### src/sv/ddshp_pkg.sv
`timescale 1ns / 1ps
package ddshp_pkg;

  localparam logic [31:0] MagicWord   = 32'h2053_4444;
  localparam logic [31:0] HeaderBytes = 32'd124;
  localparam logic [31:0] PformBytes  = 32'd32;
  localparam logic [31:0] ReqFlags    = 32'h0000_1007;
  localparam logic [31:0] FlagMipCnt  = 32'h0002_0000;
  localparam logic [31:0] FlagDepth   = 32'h0080_0000;
  localparam logic [31:0] Caps2Cube   = 32'h0000_0200;
  localparam logic [31:0] PfFourcc    = 32'h0000_0004;
  localparam logic [31:0] PfRgb       = 32'h0000_0040;
  localparam logic [31:0] CcDxt1      = 32'h3154_5844;
  localparam logic [31:0] CcDxt2      = 32'h3254_5844;
  localparam logic [31:0] CcDxt3      = 32'h3354_5844;
  localparam logic [31:0] CcDxt4      = 32'h3454_5844;
  localparam logic [31:0] CcDxt5      = 32'h3554_5844;
  localparam logic [31:0] CcDx10      = 32'h3031_5844;

  localparam logic [3:0] StOk      = 4'd0;
  localparam logic [3:0] StMagic   = 4'd1;
  localparam logic [3:0] StSize    = 4'd2;
  localparam logic [3:0] StFlags   = 4'd3;
  localparam logic [3:0] StPfSize  = 4'd4;
  localparam logic [3:0] StDx10    = 4'd5;
  localparam logic [3:0] StCube    = 4'd6;
  localparam logic [3:0] StFormat  = 4'd7;
  localparam logic [3:0] StZeroDim = 4'd8;
  localparam logic [3:0] StMips    = 4'd9;
  localparam logic [3:0] StLarge   = 4'd10;

  localparam logic [2:0] FmtRgb24  = 3'd0;
  localparam logic [2:0] FmtBgr24  = 3'd1;
  localparam logic [2:0] FmtRgba32 = 3'd2;
  localparam logic [2:0] FmtBgra32 = 3'd3;
  localparam logic [2:0] FmtBc1    = 3'd4;
  localparam logic [2:0] FmtBc2    = 3'd5;
  localparam logic [2:0] FmtBc3    = 3'd6;

  localparam logic [4:0] WiMagic = 5'd0;
  localparam logic [4:0] WiSize  = 5'd1;
  localparam logic [4:0] WiFlags = 5'd2;
  localparam logic [4:0] WiHgt   = 5'd3;
  localparam logic [4:0] WiWid   = 5'd4;
  localparam logic [4:0] WiDep   = 5'd6;
  localparam logic [4:0] WiMips  = 5'd7;
  localparam logic [4:0] WiPfSz  = 5'd19;
  localparam logic [4:0] WiPfFl  = 5'd20;
  localparam logic [4:0] WiCc    = 5'd21;
  localparam logic [4:0] WiBits  = 5'd22;
  localparam logic [4:0] WiMaskR = 5'd23;
  localparam logic [4:0] WiMaskG = 5'd24;
  localparam logic [4:0] WiMaskB = 5'd25;
  localparam logic [4:0] WiMaskA = 5'd26;
  localparam logic [4:0] WiCaps2 = 5'd28;
  localparam logic [4:0] WiLast  = 5'd31;

  // controller -> datapath
  typedef struct packed {
    logic capture;  // store header_word at its index
    logic magic_err;
    logic start;    // load level 0 from captured header
    logic step;     // compute products for current level
    logic advance;  // move to next level
  } ddshp_cmd_t;

  // datapath -> controller
  typedef struct packed {
    logic       word_last;
    logic       magic_ok;
    logic [3:0] status;
    logic       level_last;
  } ddshp_sts_t;

endpackage

### src/sv/ddshp_datapath.sv
`timescale 1ns / 1ps
module ddshp_datapath import ddshp_pkg::*; #(
  parameter int MAX_MIPS = 16,
  parameter int MAX_DIM  = 16384
) (
  input  logic        clk_i,
  input  logic        rst_ni,
  input  ddshp_cmd_t  cmd_i,
  output ddshp_sts_t  sts_o,
  input  logic [31:0] header_word_i,
  output logic [3:0]  status_o,
  output logic [2:0]  format_o,
  output logic        is_volume_o,
  output logic [3:0]  level_idx_o,
  output logic [14:0] lvl_width_o,
  output logic [14:0] lvl_height_o,
  output logic [14:0] lvl_depth_o,
  output logic [16:0] row_stride_o,
  output logic [30:0] slice_stride_o,
  output logic [47:0] byte_offset_o,
  output logic [47:0] byte_count_o,
  output logic        last_o
);

  logic [4:0]  widx_q;
  logic [31:0] hsize_q, hflags_q, hgt_q, wid_q, dep_q, mipc_q;
  logic [31:0] pfsz_q, pffl_q, cc_q, bits_q, caps2_q;
  logic [31:0] mask_q [4];

  // word 31 is not stored; the index wraps to 0 on it
  always_ff @(posedge clk_i or negedge rst_ni) begin
    if (!rst_ni) begin
      widx_q <= '0;
      hsize_q <= '0; hflags_q <= '0; hgt_q <= '0; wid_q <= '0; dep_q <= '0;
      mipc_q <= '0; pfsz_q <= '0; pffl_q <= '0; cc_q <= '0; bits_q <= '0;
      caps2_q <= '0;
      for (int i = 0; i < 4; i++) mask_q[i] <= '0;
    end else if (cmd_i.capture) begin
      widx_q <= widx_q + 5'd1;
      unique case (widx_q)
        WiSize:  hsize_q  <= header_word_i;
        WiFlags: hflags_q <= header_word_i;
        WiHgt:   hgt_q    <= header_word_i;
        WiWid:   wid_q    <= header_word_i;
        WiDep:   dep_q    <= header_word_i;
        WiMips:  mipc_q   <= header_word_i;
        WiPfSz:  pfsz_q   <= header_word_i;
        WiPfFl:  pffl_q   <= header_word_i;
        WiCc:    cc_q     <= header_word_i;
        WiBits:  bits_q   <= header_word_i;
        WiMaskR: mask_q[0] <= header_word_i;
        WiMaskG: mask_q[1] <= header_word_i;
        WiMaskB: mask_q[2] <= header_word_i;
        WiMaskA: mask_q[3] <= header_word_i;
        WiCaps2: caps2_q  <= header_word_i;
        default: ;
      endcase
    end
  end

  // header checks (word 31 itself is not stored)
  logic        vol;
  logic [31:0] deff, meff;
  logic        rgba, bgra, fmt_ok;
  logic [2:0]  fmt;
  logic [3:0]  chk;

  always_comb begin
    vol  = (hflags_q & FlagDepth) != '0;
    deff = (vol && dep_q != '0) ? dep_q : 32'd1;
    meff = ((hflags_q & FlagMipCnt) != '0 && mipc_q != '0) ? mipc_q : 32'd1;
    rgba = mask_q[0] == 32'h0000_00ff && mask_q[1] == 32'h0000_ff00
        && mask_q[2] == 32'h00ff_0000;
    bgra = mask_q[0] == 32'h00ff_0000 && mask_q[1] == 32'h0000_ff00
        && mask_q[2] == 32'h0000_00ff;
    fmt_ok = 1'b0;
    fmt    = FmtRgb24;
    if ((pffl_q & PfRgb) != '0) begin
      if (bits_q == 32'd24 && mask_q[3] == '0 && (rgba || bgra)) begin
        fmt_ok = 1'b1; fmt = rgba ? FmtRgb24 : FmtBgr24;
      end else if (bits_q == 32'd32 && mask_q[3] == 32'hff00_0000 && (rgba || bgra)) begin
        fmt_ok = 1'b1; fmt = rgba ? FmtRgba32 : FmtBgra32;
      end
    end else if ((pffl_q & PfFourcc) != '0) begin
      if (cc_q == CcDxt1) begin
        fmt_ok = 1'b1; fmt = FmtBc1;
      end else if (cc_q == CcDxt2 || cc_q == CcDxt3) begin
        fmt_ok = 1'b1; fmt = FmtBc2;
      end else if (cc_q == CcDxt4 || cc_q == CcDxt5) begin
        fmt_ok = 1'b1; fmt = FmtBc3;
      end
    end
    priority if (hsize_q != HeaderBytes)                         chk = StSize;
    else if ((hflags_q & ReqFlags) != ReqFlags)                  chk = StFlags;
    else if (pfsz_q != PformBytes)                               chk = StPfSize;
    else if ((pffl_q & PfFourcc) != '0 && cc_q == CcDx10)        chk = StDx10;
    else if ((caps2_q & Caps2Cube) != '0)                        chk = StCube;
    else if (!fmt_ok)                                            chk = StFormat;
    else if (wid_q == '0 || hgt_q == '0)                         chk = StZeroDim;
    else if (meff > 32'(MAX_MIPS))                               chk = StMips;
    else if (wid_q > 32'(MAX_DIM) || hgt_q > 32'(MAX_DIM) || deff > 32'(MAX_DIM))
                                                                 chk = StLarge;
    else                                                         chk = StOk;
  end

  // per-level state
  logic [16:0] w_q, h_q, d_q;
  logic [5:0]  nmip_q;
  logic [4:0]  lvl_q;
  logic [2:0]  fmt_q;
  logic        vol_q;
  logic [47:0] off_q;
  logic [16:0] row;
  logic [14:0] rows;

  always_comb begin
    if (fmt_q == FmtBc1)      row = 17'((w_q + 17'd3) >> 2) << 3;
    else if (fmt_q >= FmtBc2) row = 17'((w_q + 17'd3) >> 2) << 4;
    else                      row = 17'(w_q << 2);
    rows = (fmt_q >= FmtBc1) ? 15'((h_q + 17'd3) >> 2) : h_q[14:0];
  end

  logic [30:0] slice_q;
  logic [16:0] row_q;
  logic [47:0] size;

  assign size = 48'(slice_q) * 48'(d_q[14:0]);

  always_ff @(posedge clk_i) begin
    if (cmd_i.start) begin
      w_q    <= wid_q[16:0];
      h_q    <= hgt_q[16:0];
      d_q    <= deff[16:0];
      nmip_q <= meff[5:0];
      lvl_q  <= '0;
      fmt_q  <= fmt;
      vol_q  <= vol;
      off_q  <= '0;
    end else if (cmd_i.advance) begin
      off_q <= off_q + size;
      lvl_q <= lvl_q + 5'd1;
      w_q   <= (w_q > 17'd1) ? (w_q >> 1) : 17'd1;
      h_q   <= (h_q > 17'd1) ? (h_q >> 1) : 17'd1;
      d_q   <= (d_q > 17'd1) ? (d_q >> 1) : 17'd1;
    end
    if (cmd_i.step) begin
      row_q   <= row;
      slice_q <= 31'(32'(row) * 32'(rows));
    end
  end

  // output register
  always_ff @(posedge clk_i) begin
    if (cmd_i.magic_err || (cmd_i.start && chk != StOk)) begin
      status_o <= cmd_i.magic_err ? StMagic : chk;
      format_o <= '0; is_volume_o <= 1'b0; level_idx_o <= '0;
      lvl_width_o <= '0; lvl_height_o <= '0; lvl_depth_o <= '0;
      row_stride_o <= '0; slice_stride_o <= '0; byte_offset_o <= '0;
      byte_count_o <= '0; last_o <= 1'b1;
    end else if (cmd_i.advance) begin
      status_o <= StOk; format_o <= fmt_q; is_volume_o <= vol_q;
      level_idx_o <= lvl_q[3:0];
      lvl_width_o <= w_q[14:0]; lvl_height_o <= h_q[14:0];
      lvl_depth_o <= d_q[14:0];
      row_stride_o <= row_q; slice_stride_o <= slice_q;
      byte_offset_o <= off_q; byte_count_o <= size;
      last_o <= (6'(lvl_q) + 6'd1 == nmip_q);
    end
  end

  assign sts_o.word_last  = widx_q == WiLast;
  assign sts_o.magic_ok   = widx_q != WiMagic || header_word_i == MagicWord;
  assign sts_o.status     = chk;
  assign sts_o.level_last = 6'(lvl_q) + 6'd1 == nmip_q;

endmodule

### src/sv/ddshp_ctrl.sv
`timescale 1ns / 1ps
module ddshp_ctrl import ddshp_pkg::*; (
  input  logic       clk_i,
  input  logic       rst_ni,
  input  logic       in_valid_i,
  output logic       in_stall_o,
  output logic       out_valid_o,
  input  logic       out_stall_i,
  input  ddshp_sts_t sts_i,
  output ddshp_cmd_t cmd_o
);

  typedef enum logic [1:0] {SIdle, SStep, SEmit} state_e;
  state_e state_q;
  logic   ovalid_q;
  logic   oslot_free, acc;

  assign oslot_free  = !ovalid_q || !out_stall_i;
  assign in_stall_o  = (state_q != SIdle) || !oslot_free;
  assign acc         = in_valid_i && !in_stall_o;
  assign out_valid_o = ovalid_q;

  always_comb begin
    cmd_o = '0;
    cmd_o.capture   = acc && sts_i.magic_ok;
    cmd_o.magic_err = acc && !sts_i.magic_ok;
    cmd_o.start     = acc && sts_i.word_last;
    cmd_o.step      = state_q == SStep;
    cmd_o.advance   = state_q == SEmit && oslot_free;
  end

  always_ff @(posedge clk_i or negedge rst_ni) begin
    if (!rst_ni) begin
      state_q  <= SIdle;
      ovalid_q <= 1'b0;
    end else begin
      ovalid_q <= cmd_o.magic_err || (cmd_o.start && sts_i.status != StOk)
               || cmd_o.advance || (ovalid_q && out_stall_i);
      unique case (state_q)
        SIdle: begin
          if (cmd_o.start && sts_i.status == StOk) state_q <= SStep;
        end
        SStep: state_q <= SEmit;
        SEmit: begin
          if (cmd_o.advance) state_q <= sts_i.level_last ? SIdle : SStep;
        end
        default: state_q <= SIdle;
      endcase
    end
  end

endmodule

### src/sv/dds_header_parse_mip_layout_core.sv
`timescale 1ns / 1ps
// Texture-file header parser. Takes one 32-bit header word per cycle while in_stall_o is
// low (word index held internally). A bad magic word gives a single error transfer.
// Word 31 triggers the checks; a failed check gives a single error result, otherwise one
// result per mip level follows, each level computed in two steps (stride/slice product,
// then size product and offset accumulation). Input is stalled while the levels are
// produced.
module dds_header_parse_mip_layout_core import ddshp_pkg::*; #(
  parameter int MAX_MIPS = 16,
  parameter int MAX_DIM  = 16384
) (
  input  logic        clk_i,
  input  logic        rst_ni,
  input  logic        in_valid_i,
  output logic        in_stall_o,
  input  logic [31:0] header_word_i,
  output logic        out_valid_o,
  input  logic        out_stall_i,
  output logic [3:0]  status_o,
  output logic [2:0]  format_o,
  output logic        is_volume_o,
  output logic [3:0]  level_idx_o,
  output logic [14:0] lvl_width_o,
  output logic [14:0] lvl_height_o,
  output logic [14:0] lvl_depth_o,
  output logic [16:0] row_stride_o,
  output logic [30:0] slice_stride_o,
  output logic [47:0] byte_offset_o,
  output logic [47:0] byte_count_o,
  output logic        last_o
);

  ddshp_cmd_t cmd;
  ddshp_sts_t sts;

  ddshp_ctrl u_ctrl (
    .clk_i, .rst_ni, .in_valid_i, .in_stall_o, .out_valid_o, .out_stall_i,
    .sts_i(sts), .cmd_o(cmd)
  );

  ddshp_datapath #(.MAX_MIPS(MAX_MIPS), .MAX_DIM(MAX_DIM)) u_dp (
    .clk_i, .rst_ni, .cmd_i(cmd), .sts_o(sts), .header_word_i,
    .status_o, .format_o, .is_volume_o, .level_idx_o, .lvl_width_o,
    .lvl_height_o, .lvl_depth_o, .row_stride_o, .slice_stride_o,
    .byte_offset_o, .byte_count_o, .last_o
  );

endmodule

### config.mk
export PLATFORM = sky130hd
export DESIGN_NAME = dds_header_parse_mip_layout_core
export DESIGN_NICKNAME = d
export VERILOG_FILES = /design/src/sv/ddshp_pkg.sv /design/src/sv/ddshp_datapath.sv /design/src/sv/ddshp_ctrl.sv /design/src/sv/dds_header_parse_mip_layout_core.sv
export SDC_FILE = /design/constraint.sdc
export NUM_CORES = 2
export LEC_CHECK = 0
export BUFFER_PORTS_ARGS = -buffer_cell sky130_fd_sc_hd__clkbuf_2
export CORE_MARGIN = 2
export CORE_UTILIZATION = 61
export CTS_BUF_LIST = sky130_fd_sc_hd__clkbuf_8
export DETAILED_ROUTE_END_ITERATION = 16
export GPL_TIMING_DRIVEN = 0
export PLACE_DENSITY = 0.79
export SETUP_SLACK_MARGIN = 0.05
export SYNTH_ARGS = -nofsm -noshare
export SYNTH_HDL_FRONTEND = slang
export SYNTH_SLANG_ARGS = --single-unit
### constraint.sdc
create_clock -name clk_i -period 15.3 [get_ports clk_i]
set_input_delay 3.06 -clock clk_i [delete_from_list [all_inputs] [get_ports clk_i]]
set_output_delay 3.06 -clock clk_i [all_outputs]
set_load 0.01 [all_outputs]
* Word level (Yosys, flattened, before mapping)
Index checks and enable logic that the tools add are counted.
** Cells by class
- Equal/unequal tests :: 40
- $lt $le $gt $ge :: 9
- Mux-type cells :: 46
- Reductions and logical operators :: 64
- Add/sub/neg operators :: 6
- Multiply operators :: 2
** Operator list (count)
- equality test 32 x 30 -> 1 bit (second input constant) :: 7
- 2-to-1 mux 17 bit :: 8
- greater-than comparator 32 x 15 -> 1 bit (second input constant) :: 3
- logical NOT 32 bit :: 3
- equality test 32 x 24 -> 1 bit (second input constant) :: 2
- equality test 32 x 8 -> 1 bit (second input constant) :: 2
- 2-to-1 mux 32 bit :: 2
- nonzero test 32 bit :: 2
- greater-than comparator 17 x 1 -> 1 bit (second input constant) :: 3
- equality test 5 bit (second input constant) :: 10
- adder 48 x 46 -> 48 bit :: 1
- 2-to-1 mux 16 bit :: 3
- 2-to-1 mux 4 bit :: 12
- multiplier 31 x 15 -> 46 bit :: 1
- equality test 32 x 16 -> 1 bit (second input constant) :: 1
- equality test 32 bit (second input constant) :: 1
- equality test 32 x 5 -> 1 bit (second input constant) :: 1
- equality test 32 x 6 -> 1 bit (second input constant) :: 1
- greater-than comparator 32 x 5 -> 1 bit (second input constant) :: 1
- != test 32 x 6 -> 1 bit (second input constant) :: 1
- != test 32 x 7 -> 1 bit (second input constant) :: 1
- AND reduction 2 bit :: 16
- multiplier 17 x 15 -> 31 bit :: 1
- 2-to-1 mux 3 bit :: 7
- other kinds (26) :: 77
** Word-level totals
- Output and inout bits :: 204
- Flip-flop bits (word level) :: 795

* Depth between registers and ports, before layout
- Depth in word-level cells :: 19
- Mapped depth :: 36
- Mapped depth without buffers :: 33

* Hierarchy
A second synthesis with hierarchy kept.
** Unflattened totals
- Cells, all modules :: 5071
- Area total of the unflattened synthesis :: 52987.1 sq um
** By module, submodules not included
- ddshp_datapath :: sequential area each 18017.3 sq um, instances 1, area an instance 52784.4 sq um, cells an instance 5049
- ddshp_ctrl :: sequential area each 75.1 sq um, instances 1, area an instance 202.7 sq um, cells an instance 22

* Worst setup path before layout
Ideal clock, no wire load.
- Path kind :: reg-to-reg
- Start :: reg u_dp.d_q[0]
- End :: reg u_dp.off_q[43]
- Path slack :: 7.013 ns
- Stages on the path, launching flop included :: 33
- Buffers on the path :: 2
- Arrival time :: 8.225 ns
- Required time :: 15.238 ns
- Setup time :: 0.062 ns
- Clock period less this slack :: 8.287 ns
- Cell sequence :: edfxtp_1 > clkbuf_1 > clkbuf_1 > and2_1 > fa_1 > inv_1 > fa_1 > inv_1 > fa_1 > fa_1 > fa_1 > inv_1 > fa_1 > inv_1 > ha_1 > a21oi_1 > nand2_1 > o211ai_1 > a21oi_1 > or4b_2 > a21o_1 > a41oi_1 > o221ai_1 > ha_1 > nand2_1 > nor2_1 > a2111oi_0 > o211ai_1 > a21oi_1 > and2_1 > a21oi_1 > or4_1 > nand3_1
** Between the ends
- Longest elaborated chain between the ends :: 2
** RTL lines
- start, declared :: RTL line ddshp_datapath.sv:107 : logic [16:0] w_q, h_q, d_q;
- start signal, assigned :: RTL line ddshp_datapath.sv:133 : d_q <= deff[16:0];
- start signal, assigned :: RTL line ddshp_datapath.sv:144 : d_q <= (d_q > 17'd1) ? (d_q >> 1) : 17'd1;
- multiplier 31 x 15 -> 46 bit :: RTL line ddshp_datapath.sv:127 : assign size = 48'(slice_q) * 48'(d_q[14:0]);
- via u_dp.size[34] :: RTL line ddshp_datapath.sv:125 : logic [47:0] size;
- adder 48 x 46 -> 48 bit :: RTL line ddshp_datapath.sv:140 : off_q <= off_q + size;
- end signal, assigned :: RTL line ddshp_datapath.sv:140
- end, declared :: RTL line ddshp_datapath.sv:112 : logic [47:0] off_q;
The timed path passes the listed nets, and every way through them passes these cells.
A chain may end at the register's enable or synchronous reset.

* Final worst setup path
Ends and elaborated chain as after synthesis.

==> out/qor.csv <==
metric,value,unit
status,"finished, final reports clean",
CP dominant cell by count,fa_1,
final count of negative-setup-slack endpoints,0,
sequential element share of the synthesized area,34.57,%
Synth top cells by count,"nand2_1 (587), inv_1 (571), fa_1 (516)",
first-pass GRT wire length,239900,um
min-delay src,u_dp.row_q[16]$_DFFE_PN_,
Worst VDD drop,0.1062,mV
Slowest Stage Delay on Critical Path,740,ps
Fillers,6561,
io pins,240,
setup bufs post-CTS,0,
Vias/cell,6.080,
Crit Path Category,flip-flop to flip-flop,
area delta synth->final,9.855,%
P per Cell Area,128.3,nW/um^2
gr ovfl total,0,
GRT Util Overall,35.60,%
WL per Instance,23.68,um
post-synth top area share,19.74,%
number of global-route vias before repair,40430,
Slew HR,13.42,%
post-CTS sizing,0,
synth warn,0,
"area leader, netlist",fa_1,
Synth Flop Type,dfrtp_1,
final hold viol count,0,
vias,40220,
routability cong.,0.9923,
Worst Skew,80.86,ps
Critical Path Source,u_dp.d_q[0]$_DFFE_PP_,
Layout Cells excl Fill,6615,
WL final,156700,um
#FFs+latches synth,749,
fin crit share,66.50,%
"Slowest-stage cell, CP",or4b_2,
syn_area_per_cell,10.45,sq um
Initial Util,61.46,%
IO Port Bufs,229,
Slew @ Worst Pin,1299,ps
Net Sw Frac,37.10,%
Required @ worst endpoint,16000,ps
post-synthesis cell count,5007,
P_int,4.640,mW
top-count cell post-synth,nand2_1,
synthesized area,52330,sq um
initial antenna violation count,8,
worst r2r src,u_dp.d_q[0]$_DFFE_PP_,
RSZ-0062 raised after global routing,false,
DRC errors left,0,
max-cap violations,0,
CTS sink count,749,
static leakage,27.72,nW
setup TNS,0,ps
Die Y,296.9,um
Yosys cell types,78,
Pins Over Slew Limit,0,
leading post-synthesis cells by cell area,"fa_1 (20%), dfrtp_1 (19%), dfxtp_1 (9.1%)",
initial drt markers,4024,
Die Footprint,88150,sq um
power share of the clock group,23.4,%
Placed Cells,6394,
Num CTS Buffers,117,
clk slew on worst S/H paths,80,ps
root buffer cell,clkbuf_8,
"EDFF count, synth",109,
fmax,98.28,MHz
antenna-violating nets left,0,
Hold Buf Count CTS,0,
Clock Path Buffers,3,
CP max FO,10,
Rows,107,
Flop pwr share,38.5,%
DR pass1 iterations,7,
Worst Path Arrival,10870,ps
share of cells above drive strength 1,15.60,%
Comb pwr share,38.1,%
Die Span X,296.9,um
largest net degree at the start of global routing,119,
Clock Latency Late Sink,810,ps
Core Region,85150,sq um
crit path time final,10170,ps
Post-layout nets,6169,
H-tree depth,3,
P_sw,2.736,mW
Setup crit end kind,flip-flop,
hold crit path type,flip-flop to flip-flop,
Detail Placement HPWL,119400,um
Startpoint Class,flip-flop,
CTS tree,done,
async set-reset flop share out of synthesis,53.54,%
-- metrics by stage --
stage	utilization [%]	power (mW)	hold WS [ps]	setup slack, ps	instance area (sq um)
after global placement	64.53	5.507	439.7	2566	54950
after floorplan	-	4.802	437.1	7013	52370
final	67.52	7.376	462.4	5125	57490
after detailed placement	64.69	5.598	453.5	5339	55080
after global routing	67.51	7.779	481.7	4708	57480
after CTS	67.51	7.328	468.5	5332	57480
-- layout by cell type (no fill, tap or decap), types with 18 or more instances in the layout --
| cell | Yosys | routed |
|---|---|---|
| inv_1 | 571 | 612 |
| nand2_1 | 587 | 587 |
| fa_1 | 516 | 516 |
| dfrtp_1 | 401 | 401 |
| mux2_2 | 395 | 395 |
| and2_1 | 261 | 261 |
| ha_1 | 248 | 248 |
| dfxtp_1 | 239 | 239 |
| clkbuf_2 | 0 | 228 |
| clkbuf_1 | 214 | 214 |
| a22o_1 | 188 | 188 |
| nor2_1 | 175 | 175 |
| clkbuf_8 | 0 | 136 |
| a21oi_1 | 135 | 135 |
| o21ai_0 | 126 | 126 |
| edfxtp_1 | 109 | 109 |
| nand3_1 | 87 | 87 |
| nor4_1 | 81 | 81 |
| xnor2_1 | 75 | 75 |
| a21o_1 | 65 | 65 |
| nand4_1 | 44 | 44 |
| buf_1 | 40 | 40 |
| xor2_1 | 39 | 39 |
| nor3_1 | 27 | 27 |
| and3_1 | 23 | 23 |
| nand2b_1 | 21 | 21 |
| nor2b_1 | 22 | 21 |
| a211oi_1 | 21 | 21 |
| o211ai_1 | 19 | 19 |
| nor4b_1 | 18 | 18 |
| clkinv_2 | 0 | 18 |
-- power by group through the flow --
stage | logic (mW) | registers, mW | clock network, mW
global placement | 2.68 | 2.82 | 0
finish | 2.81 | 2.84 | 1.73
detailed placement | 2.74 | 2.85 | 0
global route | 3.07 | 2.88 | 1.83
floorplan | 2.06 | 2.74 | 0
CTS | 2.77 | 2.82 | 1.74
-- path summary, 6_finish.rpt --
kind | end | slack (ps) | cells past startpoint
worst min register to register | u_dp.row_stride_o[16]$_SDFFE_PP0P_ | 460 | 1
worst max-delay path | u_dp.off_q[43]$_SDFFE_PP0P_ | 5130 | 32
worst max register to register | u_dp.off_q[43]$_SDFFE_PP0P_ | 5130 | 32
max in group asynchronous | u_dp.dep_q[11]$_DFFE_PN0P_ | 11540 | 3
min in group asynchronous | u_dp.wid_q[20]$_DFFE_PN0P_ | 2250 | 1
worst min-delay path | u_dp.row_stride_o[16]$_SDFFE_PP0P_ | 460 | 1
-- layer usage --
| layer | vias to the layer above | wire length (um) | GRT usage, % | part of all wire, % |
|---|---|---|---|---|
| met5 | - | 52 | 0 | 0.033 |
| li1 | 17530 | - | - | - |
| met1 | 20150 | 61280 | 47.17 | 39 |
| met3 | 463 | 14930 | 7.732 | 9.5 |
| met4 | 8 | 8733 | 17.54 | 5.6 |
| met2 | 2074 | 71670 | 55.84 | 46 |
-- kinds of logic (layout without fill, tap and decap cells) --
group                    count (synthesis)  count (layout)  synth area share [%]
AO/OA/AOI/OAI                          696             696                 9.324
XOR/XNOR                               114             114                 1.908
adder cells (fa/ha/maj)                764             764                 25.67
buffers and inverters                  862            1313                 6.520
flip-flops                             749             749                 34.57
multiplexers                           403             403                 8.652
other                                    1              14              0.007166
AND/OR/NAND/NOR                       1418            1418                 13.35
-- sequential cells by signal (all words and copies together) (netlist names), 6 cells and up --
name,flops
u_dp.bits_q,32
u_dp.byte_count_o,44
u_dp.byte_offset_o,46
u_dp.cc_q,32
u_dp.d_q,17
u_dp.dep_q,32
u_dp.h_q,17
u_dp.hflags_q,6
u_dp.hgt_q,32
u_dp.hsize_q,32
u_dp.lvl_depth_o,15
u_dp.lvl_height_o,15
u_dp.lvl_width_o,15
u_dp.mask_q,128
u_dp.mipc_q,32
u_dp.nmip_q,6
u_dp.off_q,46
u_dp.pfsz_q,32
u_dp.row_q,15
u_dp.row_stride_o,15
u_dp.slice_q,29
u_dp.slice_stride_o,29
u_dp.w_q,17
u_dp.wid_q,32
-- worst max-delay path: cells and delay by family (launching register included) --
family	cells	cell delay, ps
buffers and inverters	7	1560
AND/OR/NAND/NOR	7	2000
AO/OA/AOI/OAI	9	2200
flip-flops	1	430
adder cells (fa/ha/maj)	8	3500
XOR/XNOR	1	430
-- final cells by class --
| type | count | area [sq um] | area share [%] |
|---|---|---|---|
| multi-input cells | 3405 | 30870 | 53.70 |
| flip-flops and latches | 749 | 18090 | 31.47 |
| inverters | 577 | 2166 | 3.767 |
| clock buffers | 135 | 1858 | 3.232 |
| well taps | 1144 | 1431 | 2.490 |
| repair buffers | 234 | 1277 | 2.222 |
| plain buffers | 285 | 1246 | 2.168 |
| clock inverters | 82 | 539.3 | 0.9380 |
| diodes | 4 | 10.01 | 0.01741 |
No activity file was read; power rests on OpenSTA's default activity.
